[src/design/date_time_advance_core_macros.svh]
// Assertion macros for the date/time advance core.
// Used by date_time_advance_core only; no package dependency.
`ifndef DATE_TIME_ADVANCE_CORE_MACROS_SVH
`define DATE_TIME_ADVANCE_CORE_MACROS_SVH

// same-cycle implication
`define DTA_ASSERT_NOW(label, clk_sig, rst_sig, ante, cons, msg) \
    label: assert property (@(posedge clk_sig) disable iff (!rst_sig) (ante) |-> (cons)) \
        else $error(msg);

// next-cycle implication
`define DTA_ASSERT_NEXT(label, clk_sig, rst_sig, ante, cons, msg) \
    label: assert property (@(posedge clk_sig) disable iff (!rst_sig) (ante) |=> (cons)) \
        else $error(msg);

`endif

[src/design/dta_pkg.sv]
// Package for the date/time advance core: payload structs, calendar state,
// divider constants and the month length table. No dependencies.
`default_nettype none

package dta_pkg;

    typedef struct packed {
        logic [26:0] start_date;
        logic [19:0] start_time;
        logic [15:0] step_count;
        logic [16:0] step_seconds;
    } cmd_t;

    typedef struct packed {
        logic [26:0] new_date;
        logic [17:0] new_time;
        logic [1:0]  status;
    } result_t;

    // year held as century and year-of-century
    typedef struct packed {
        logic [7:0]  century;
        logic [6:0]  yy;
        logic [6:0]  month;
        logic [6:0]  day;
        logic [17:0] rem;
    } cal_t;

    typedef struct packed {
        logic finished;
        logic bad_month;
        logic overflow;
    } carry_flags_t;

    localparam logic [1:0] ST_OK       = 2'd0;
    localparam logic [1:0] ST_BAD      = 2'd1;
    localparam logic [1:0] ST_OVF      = 2'd2;

    localparam logic [26:0] SAT_DATE   = 27'd99991231;
    localparam logic [7:0]  CENT_LIMIT = 8'd100;

    // divider operations, in sequencing order
    localparam logic [2:0] OP_SEC      = 3'd0;
    localparam logic [2:0] OP_MIN      = 3'd1;
    localparam logic [2:0] OP_DAY      = 3'd2;
    localparam logic [2:0] OP_MONTH    = 3'd3;
    localparam logic [2:0] OP_YEAR     = 3'd4;
    localparam logic [2:0] OP_DAYS     = 3'd5;
    localparam logic [2:0] OP_OSEC     = 3'd6;
    localparam logic [2:0] OP_OMIN     = 3'd7;

    // floor(2^32 / D): quotient estimate low by at most one
    localparam logic [26:0] RECIP_100  = 27'd42949672;
    localparam logic [26:0] RECIP_675  = 27'd6362914;
    localparam logic [26:0] RECIP_60   = 27'd71582788;

    function automatic logic [9:0] div_const(input logic [2:0] op);
        logic [9:0] d;
        case (op)
            OP_DAYS:          d = 10'd675;
            OP_OSEC, OP_OMIN: d = 10'd60;
            default:          d = 10'd100;
        endcase
        return d;
    endfunction

    function automatic logic [26:0] div_recip(input logic [2:0] op);
        logic [26:0] m;
        case (op)
            OP_DAYS:          m = RECIP_675;
            OP_OSEC, OP_OMIN: m = RECIP_60;
            default:          m = RECIP_100;
        endcase
        return m;
    endfunction

    function automatic logic [4:0] month_days(input logic [3:0] m, input logic leap);
        logic [4:0] len;
        if (m == 4'd2)
            len = leap ? 5'd29 : 5'd28;
        else if (m inside {4'd4, 4'd6, 4'd9, 4'd11})
            len = 5'd30;
        else
            len = 5'd31;
        return len;
    endfunction

endpackage

`default_nettype wire

[src/design/date_time_advance_core.sv]
// Date/time advance core: top level, sequencer and shared multiplier.
// Depends on dta_pkg, dta_day_carry and date_time_advance_core_macros.svh.
`default_nettype none
`include "date_time_advance_core_macros.svh"

// A transfer is taken when start is high and busy is low; busy then stays high
// until the result. The result appears on result for exactly one cycle with
// done high and cannot be held off, so it must be captured that cycle; a new
// start may be given in the same cycle. The time an item takes grows with J, the
// number of calendar carry steps: one per whole year carried from
// 1 January and one per month boundary otherwise (J is about 300 at most for
// the largest step products). Eight digit splits share one 27x27 multiplier,
// which also forms count x step; the calendar carry advances one month or year per cycle.
module date_time_advance_core (
    input  wire               clk,
    input  wire               rst_n,
    input  wire               start,
    input  dta_pkg::cmd_t     cmd,
    output logic              busy,
    output logic              done,
    output dta_pkg::result_t  result
);

    typedef enum logic [2:0] {
        S_IDLE,
        S_DIV_MUL,
        S_DIV_FIX,
        S_NS_MUL,
        S_NS_ADD,
        S_CARRY,
        S_FINISH
    } state_t;

    state_t                 state_reg;
    logic                   done_reg;
    dta_pkg::result_t       result_reg;
    dta_pkg::cmd_t          cmd_reg;
    logic [2:0]             op_reg;
    logic [26:0]            x_reg;
    logic [53:0]            prod_reg;
    logic [18:0]            tod_reg;
    logic [6:0]             low_reg;
    logic [6:0]             sec_reg;
    logic [6:0]             min_reg;
    logic [6:0]             hour_reg;
    logic [1:0]             status_reg;
    dta_pkg::cal_t          cal_reg;

    logic [26:0]            mul_a;
    logic [26:0]            mul_b;
    logic [53:0]            mul_p;
    logic [9:0]             dvs;
    logic [21:0]            q0;
    logic [20:0]            qd_prod;
    logic [10:0]            r0;
    logic                   fix_ge;
    logic [21:0]            q_fix;
    logic [10:0]            r_fix;
    logic [18:0]            tod;
    logic [33:0]            total;
    logic [27:0]            date_sum;
    logic [17:0]            time_sum;
    dta_pkg::cal_t          cal_next;
    dta_pkg::carry_flags_t  flags;

    dta_day_carry u_carry (
        .cur   (cal_reg),
        .nxt   (cal_next),
        .flags (flags)
    );

    // shared multiplier: reciprocal step of the divider, or count x step
    always_comb
    begin
        if (state_reg == S_NS_MUL)
        begin
            mul_a = 27'(cmd_reg.step_count);
            mul_b = 27'(cmd_reg.step_seconds);
        end
        else
        begin
            mul_a = x_reg;
            mul_b = dta_pkg::div_recip(op_reg);
        end
    end

    assign mul_p = {27'd0, mul_a} * {27'd0, mul_b};

    // quotient correction: remainder lies below twice the divisor
    assign dvs     = dta_pkg::div_const(op_reg);
    assign q0      = prod_reg[53:32];
    assign qd_prod = 21'(q0[10:0]) * 21'(dvs);
    assign r0      = x_reg[10:0] - qd_prod[10:0];
    assign fix_ge  = r0 >= 11'(dvs);
    assign q_fix   = fix_ge ? q0 + 22'd1 : q0;
    assign r_fix   = fix_ge ? r0 - 11'(dvs) : r0;

    assign tod   = 19'(hour_reg) * 19'd3600 + 19'(min_reg) * 19'd60 + 19'(sec_reg);
    assign total = 34'(tod_reg) + prod_reg[33:0];

    assign date_sum = 28'(cal_reg.century) * 28'd1000000 + 28'(cal_reg.yy) * 28'd10000
                    + 28'(cal_reg.month) * 28'd100 + 28'(cal_reg.day);
    assign time_sum = 18'(hour_reg) * 18'd10000 + 18'(min_reg) * 18'd100 + 18'(sec_reg);

    always_ff @(posedge clk or negedge rst_n)
    begin
        if (!rst_n)
        begin
            state_reg <= S_IDLE;
            done_reg  <= 1'b0;
        end
        else
        begin
            done_reg <= 1'b0;
            case (state_reg)
                S_IDLE:
                begin
                    if (start)
                    begin
                        cmd_reg   <= cmd;
                        x_reg     <= 27'(cmd.start_time);
                        op_reg    <= dta_pkg::OP_SEC;
                        state_reg <= S_DIV_MUL;
                    end
                end
                S_DIV_MUL:
                begin
                    prod_reg  <= mul_p;
                    state_reg <= S_DIV_FIX;
                end
                S_DIV_FIX:
                begin
                    state_reg <= S_DIV_MUL;
                    op_reg    <= op_reg + 3'd1;
                    x_reg     <= 27'(q_fix);
                    case (op_reg)
                        dta_pkg::OP_SEC:   sec_reg <= r_fix[6:0];
                        dta_pkg::OP_MIN:
                        begin
                            min_reg  <= r_fix[6:0];
                            hour_reg <= q_fix[6:0];
                            x_reg    <= cmd_reg.start_date;
                        end
                        dta_pkg::OP_DAY:   cal_reg.day   <= r_fix[6:0];
                        dta_pkg::OP_MONTH: cal_reg.month <= r_fix[6:0];
                        dta_pkg::OP_YEAR:
                        begin
                            cal_reg.yy      <= r_fix[6:0];
                            cal_reg.century <= q_fix[7:0];
                            state_reg       <= S_NS_MUL;
                        end
                        dta_pkg::OP_DAYS:
                        begin
                            cal_reg.rem <= q_fix[17:0];
                            x_reg       <= 27'({r_fix[9:0], low_reg});
                        end
                        dta_pkg::OP_OSEC:  sec_reg <= r_fix[6:0];
                        dta_pkg::OP_OMIN:
                        begin
                            min_reg    <= r_fix[6:0];
                            hour_reg   <= q_fix[6:0];
                            status_reg <= dta_pkg::ST_OK;
                            state_reg  <= S_CARRY;
                        end
                        default:           state_reg <= S_IDLE;
                    endcase
                end
                S_NS_MUL:
                begin
                    prod_reg  <= mul_p;
                    tod_reg   <= tod;
                    state_reg <= S_NS_ADD;
                end
                S_NS_ADD:
                begin
                    x_reg     <= total[33:7];
                    low_reg   <= total[6:0];
                    op_reg    <= dta_pkg::OP_DAYS;
                    state_reg <= S_DIV_MUL;
                end
                S_CARRY:
                begin
                    if (flags.bad_month)
                    begin
                        status_reg <= dta_pkg::ST_BAD;
                        state_reg  <= S_FINISH;
                    end
                    else if (flags.overflow)
                    begin
                        status_reg <= dta_pkg::ST_OVF;
                        state_reg  <= S_FINISH;
                    end
                    else if (flags.finished)
                    begin
                        state_reg <= S_FINISH;
                    end
                    else
                    begin
                        cal_reg <= cal_next;
                    end
                end
                S_FINISH:
                begin
                    case (status_reg)
                        dta_pkg::ST_BAD: result_reg.new_date <= cmd_reg.start_date;
                        dta_pkg::ST_OVF: result_reg.new_date <= dta_pkg::SAT_DATE;
                        default:         result_reg.new_date <= date_sum[26:0];
                    endcase
                    result_reg.new_time <= time_sum;
                    result_reg.status   <= status_reg;
                    done_reg            <= 1'b1;
                    state_reg           <= S_IDLE;
                end
                default:
                begin
                    state_reg <= S_IDLE;
                end
            endcase
        end
    end

    assign busy   = (state_reg != S_IDLE);
    assign done   = done_reg;
    assign result = result_reg;

    `DTA_ASSERT_NOW(a_done_not_busy, clk, rst_n, done, !busy, "result strobe while busy")
    `DTA_ASSERT_NEXT(a_accept_busy, clk, rst_n, start && !busy, busy, "transfer not taken")
    `DTA_ASSERT_NOW(a_status_code, clk, rst_n, done, result.status == dta_pkg::ST_OK || result.status == dta_pkg::ST_BAD || result.status == dta_pkg::ST_OVF, "bad status code")
    `DTA_ASSERT_NOW(a_ovf_sat, clk, rst_n, done && result.status == dta_pkg::ST_OVF, result.new_date == dta_pkg::SAT_DATE, "overflow date not saturated")
    `DTA_ASSERT_NOW(a_time_range, clk, rst_n, done, result.new_time < 18'd240000, "time of day out of range")

endmodule

`default_nettype wire

[src/design/dta_day_carry.sv]
// One calendar carry step: jumps a whole year from 1 January, or to the 1st
// of the next month, or finishes the remainder; it flags a bad month. Uses dta_pkg.
`default_nettype none

module dta_day_carry (
    input  dta_pkg::cal_t         cur,
    output dta_pkg::cal_t         nxt,
    output dta_pkg::carry_flags_t flags
);

    logic        leap;
    logic [8:0]  ylen;
    logic [4:0]  mlen;
    logic [6:0]  need;
    logic        month_ok;
    logic [7:0]  cent_inc;
    logic [6:0]  yy_inc;
    logic        year_ovf;

    assign leap = ((cur.yy[1:0] == 2'd0) && (cur.yy != 7'd0))
               || ((cur.yy == 7'd0) && (cur.century[1:0] == 2'd0));
    assign ylen = leap ? 9'd366 : 9'd365;
    assign mlen = dta_pkg::month_days(cur.month[3:0], leap);
    assign month_ok = (cur.month != 7'd0) && (cur.month <= 7'd12);
    assign need = (cur.day < 7'(mlen)) ? 7'(mlen) - cur.day + 7'd1 : 7'd1;

    assign cent_inc = (cur.yy == 7'd99) ? cur.century + 8'd1 : cur.century;
    assign yy_inc   = (cur.yy == 7'd99) ? 7'd0 : cur.yy + 7'd1;
    assign year_ovf = cent_inc >= dta_pkg::CENT_LIMIT;

    always_comb
    begin
        nxt   = cur;
        flags = '0;
        if (cur.rem == 18'd0)
        begin
            flags.finished = 1'b1;
        end
        else if (!month_ok)
        begin
            flags.bad_month = 1'b1;
        end
        else if ((cur.month == 7'd1) && (cur.day == 7'd1) && (cur.rem >= 18'(ylen)))
        begin
            nxt.century    = cent_inc;
            nxt.yy         = yy_inc;
            nxt.rem        = cur.rem - 18'(ylen);
            flags.overflow = year_ovf;
        end
        else if (cur.rem >= 18'(need))
        begin
            nxt.rem = cur.rem - 18'(need);
            nxt.day = 7'd1;
            if (cur.month == 7'd12)
            begin
                nxt.month      = 7'd1;
                nxt.century    = cent_inc;
                nxt.yy         = yy_inc;
                flags.overflow = year_ovf;
            end
            else
            begin
                nxt.month = cur.month + 7'd1;
            end
        end
        else
        begin
            nxt.day = cur.day + cur.rem[6:0];
            nxt.rem = 18'd0;
        end
    end

endmodule

`default_nettype wire

[config.mk]
export PLATFORM = sky130hd
export DESIGN_NAME = date_time_advance_core
export DESIGN_NICKNAME = d
export VERILOG_FILES = /design/src/design/dta_pkg.sv /design/src/design/date_time_advance_core.sv /design/src/design/dta_day_carry.sv
export VERILOG_INCLUDE_DIRS = /design/src /design/src/design
export SDC_FILE = /design/constraint.sdc
export NUM_CORES = 2
export LEC_CHECK = 0
export BUFFER_PORTS_ARGS = -buffer_cell sky130_fd_sc_hd__buf_4
export CAP_MARGIN = 20
export CELL_PAD_IN_SITES_DETAIL_PLACEMENT = 1
export CELL_PAD_IN_SITES_GLOBAL_PLACEMENT = 2
export CORE_ASPECT_RATIO = 0.7
export CORE_MARGIN = 2
export CORE_UTILIZATION = 43
export DETAILED_ROUTE_END_ITERATION = 8
export HOLD_SLACK_MARGIN = 0.12
export PLACE_DENSITY_LB_ADDON = 0.12
export SKIP_LAST_GASP = 1
export SLEW_MARGIN = 25
export SYNTH_ARGS = -nofsm -noshare
export SYNTH_HDL_FRONTEND = slang
export SYNTH_SLANG_ARGS = --single-unit
[constraint.sdc]
create_clock -name clk -period 11.95 [get_ports clk]
set_clock_uncertainty 0.05 [all_clocks]
set_input_delay 1.7925 -clock clk [delete_from_list [all_inputs] [get_ports clk]]
set_output_delay 1.7925 -clock clk [all_outputs]
set_load 0.01 [all_outputs]
==> Implementation_results.wiki <==
{| class="wikitable"
! Metric !! Value
|-
| Residual DRC || 0
|-
| Library cell with the largest summed area after synthesis || sky130_fd_sc_hd__fa_1
|-
| Max stage delay cell, worst path || sky130_fd_sc_hd__nor2_1
|-
| Final period utilization || 89.0%
|-
| Cell with the most instances after synthesis || sky130_fd_sc_hd__inv_1
|-
| Crit path buffers/inverters || 4
|-
| Data arrival at the endpoint of the critical path || 10880 ps
|-
| Worst slew pin tran || 1120 ps
|-
| Endpoints failing setup || 0
|-
| Logic depth of the worst register-to-register path || 31
|-
| Setup repair after global routing missed its margin || no
|-
| Total iterations of the first detailed-routing run || 6
|-
| Top cells by count, synth || 1195 x sky130_fd_sc_hd__inv_1, 674 x sky130_fd_sc_hd__fa_1, 651 x sky130_fd_sc_hd__ha_1
|-
| Antenna Violating Nets Remaining || 0
|-
| Post-CTS repair timing setup buffer count || 0
|-
| Max_slew headroom || 24.7%
|-
| Outcome || completed
|-
| Portion of synthesized cell area occupied by the leading cell type || 28.4%
|-
| Die W || 401 um
|-
| Gpl congestion || 0.947
|-
| Family with the most delay on the worst path || simple AND/OR/NAND/NOR gates
|-
| Worst slack after detailed placement || 1550 ps
|-
| Final hold vios || 0
|-
| Max-cap check violation count || 0
|-
| Final net count || 6587
|-
| TritonCTS sink count || 291
|-
| Top Ports || 132
|-
| Total detailed-routing wirelength || 161000 um
|-
| Dominant cells by area after synthesis || sky130_fd_sc_hd__fa_1 28%, sky130_fd_sc_hd__edfxtp_1 18%, sky130_fd_sc_hd__ha_1 17%
|-
| Num rows || 101
|-
| Req. time, crit path || 12190 ps
|-
| Prevailing post-synth register cell || sky130_fd_sc_hd__edfxtp_1
|-
| First-pass GRT wire length || 244000 um
|-
| Vertical die dimension || 282 um
|-
| Number of input and output port buffers inserted || 131
|-
| Portion of the post-synthesis area used by sequential elements || 18.4%
|-
| Kind of start point of the critical path || flip-flop
|-
| Post-synthesis cell area || 0.0475 mm^2
|-
| Worst stage delay on the critical path || 690 ps
|-
| Post-synth ARST share || 1.37%
|-
| Most frequent cell on the critical path || sky130_fd_sc_hd__fa_1
|-
| Vias after detailed routing || 35900
|-
| Post-CTS Hold Buffers || 0
|-
| Largest net degree at the start of global routing || 60
|-
| Core area || 0.109 mm^2
|-
| Total of flip-flops plus latches after synthesis || 291
|-
| Area growth, synth to finish || 8.55%
|-
| Initial cell density of the core || 43.6%
|-
| Number of DRC markers in iteration 0 || 2922
|-
| Total negative slack for setup checks || 0 ps
|-
| Antenna violations before repair || 11
|-
| Overflow after GRT || 0
|-
| Clock transition at the registers of the reported paths || 70 ps
|-
| Kind of capture point of the worst setup path || flip-flop
|-
| HPWL reported at the end of detailed placement || 137000 um
|-
| Number of enable-type register cells in the synthesized netlist || 287
|-
| Class of the tightest hold or removal check || flip-flop to flip-flop
|-
| Max reg flops || 60
|-
| Count of warnings emitted by yosys || 0
|-
| Number of fill cells in the layout || 12400
|-
| Full die area || 0.113 mm^2
|-
| Number of instances in the synthesized netlist || 5028
|-
| Average cell area after synthesis || 9.44 um^2
|-
| Overall fraction of global-route tracks in use || 29.0%
|-
| Final Slew Violations || 0
|-
| Largest fanout on the critical path || 22
|-
| CTS tree || built
|-
| Count of instances resized after the clock tree is built || 0
|-
| Final critical-path required period || 10640 ps
|-
| Via count of the first global-routing pass || 38000
|-
| Setup slack of the critical path after layout || 1310 ps
|-
| Buffer depth of the longest clock path || 3
|-
| Routed length per instance || 24.2 um
|-
| Ratio of routed vias to standard cells || 5.40
|-
| H-tree depth reported by CTS || 2
|-
| Critical path depth || 31
|-
| Maximum clock frequency || 0.0940 GHz
|-
| Worst hold path cell count || 0
|-
| CTS Buf Count || 36
|-
| Critical Setup Path Class || flip-flop to flip-flop
|-
| Layout cell share with drive strength beyond 1 || 5.15%
|-
| Buffer type at the clock tree root || sky130_fd_sc_hd__clkbuf_16
|-
| Clock latency at the later pin of the worst-skew pair || 590 ps
|-
| Number of distinct library cell variants in the gate-level netlist after synthesis || 86
|}
[path summary, 6_finish.rpt]
| check | slack, ps | from | endpoint |
|---|---|---|---|
| max | 1310 | state_reg[2] | prod_reg[47] |
| min | 450 | sec_reg[1] | result[3] |
| max reg2reg | 1310 | state_reg[2] | prod_reg[47] |
| min reg2reg | 450 | sec_reg[1] | result[3] |
| max in group asynchronous | 10690 | rst_n | state_reg[1] |
| min in group asynchronous | 1000 | rst_n | state_reg[0] |
[routing by layer]
layer  vias up  track usage (%)  wire (um)
li1      16300                -          -
met1     18400             43.3      77400
met2      1033             42.6      66900
met3       145             6.83      13300
met4         2             5.99       3270
met5         -                0         13
[kinds of logic after synthesis]
group,count (synthesis),synth area share (%)
XOR/XNOR,267,5.00
adder cells (fa/ha/maj),1325,45.6
other,2,0.0158
AND/OR/NAND/NOR,1118,10.8
buffers and inverters,1312,10.4
AO/OA/AOI/OAI,686,9.25
multiplexers,27,0.575
flip-flops,291,18.4
[final cells by class]
type	instances	area, um^2	share of cell area, %
diodes	4	10.0	0.0194
clock buffers	42	923	1.79
clock inverters	21	186	0.362
inverters	1198	4500	8.73
multi-input cells	3479	34100	66.1
flip-flops and latches	291	8720	16.9
well taps	1442	1800	3.50
repair buffers	173	1310	2.55
[metrics by stage]
step | std cells | hold slack (ps) | util, % | instance area, um^2
after floorplan | 5082 | 371 | - | 47700
after global placement | 6583 | 445 | 46.2 | 50400
after detailed placement | 6583 | 450 | 46.3 | 50400
after CTS | 6646 | 459 | 47.3 | 51500
after global routing | 6649 | 463 | 47.3 | 51500
final | 6650 | 450 | 47.3 | 51500
[cell usage in the layout, fill, tap and decap left out, types with 19 or more instances in the layout]
master,n
sky130_fd_sc_hd__edfxtp_1,287
sky130_fd_sc_hd__a211oi_1,30
sky130_fd_sc_hd__o21a_1,25
sky130_fd_sc_hd__o21ai_0,137
sky130_fd_sc_hd__nand2b_1,26
sky130_fd_sc_hd__ha_1,650
sky130_fd_sc_hd__o21bai_1,36
sky130_fd_sc_hd__conb_1,56
sky130_fd_sc_hd__xnor2_1,185
sky130_fd_sc_hd__nor2b_1,29
sky130_fd_sc_hd__nor2_1,366
sky130_fd_sc_hd__nor3_1,54
sky130_fd_sc_hd__and3_1,82
sky130_fd_sc_hd__clkbuf_16,36
sky130_fd_sc_hd__or3_1,19
sky130_fd_sc_hd__a21oi_1,216
sky130_fd_sc_hd__nand3_1,78
sky130_fd_sc_hd__and2_1,49
sky130_fd_sc_hd__xor2_1,78
sky130_fd_sc_hd__buf_4,172
sky130_fd_sc_hd__mux2i_1,22
sky130_fd_sc_hd__inv_1,1195
sky130_fd_sc_hd__nand2_1,341
sky130_fd_sc_hd__a21o_1,84
sky130_fd_sc_hd__fa_1,674
Power is left out: the tool's default activity adds up to more than one toggle a clock period on the data nets, which glitch-free logic cannot reach.
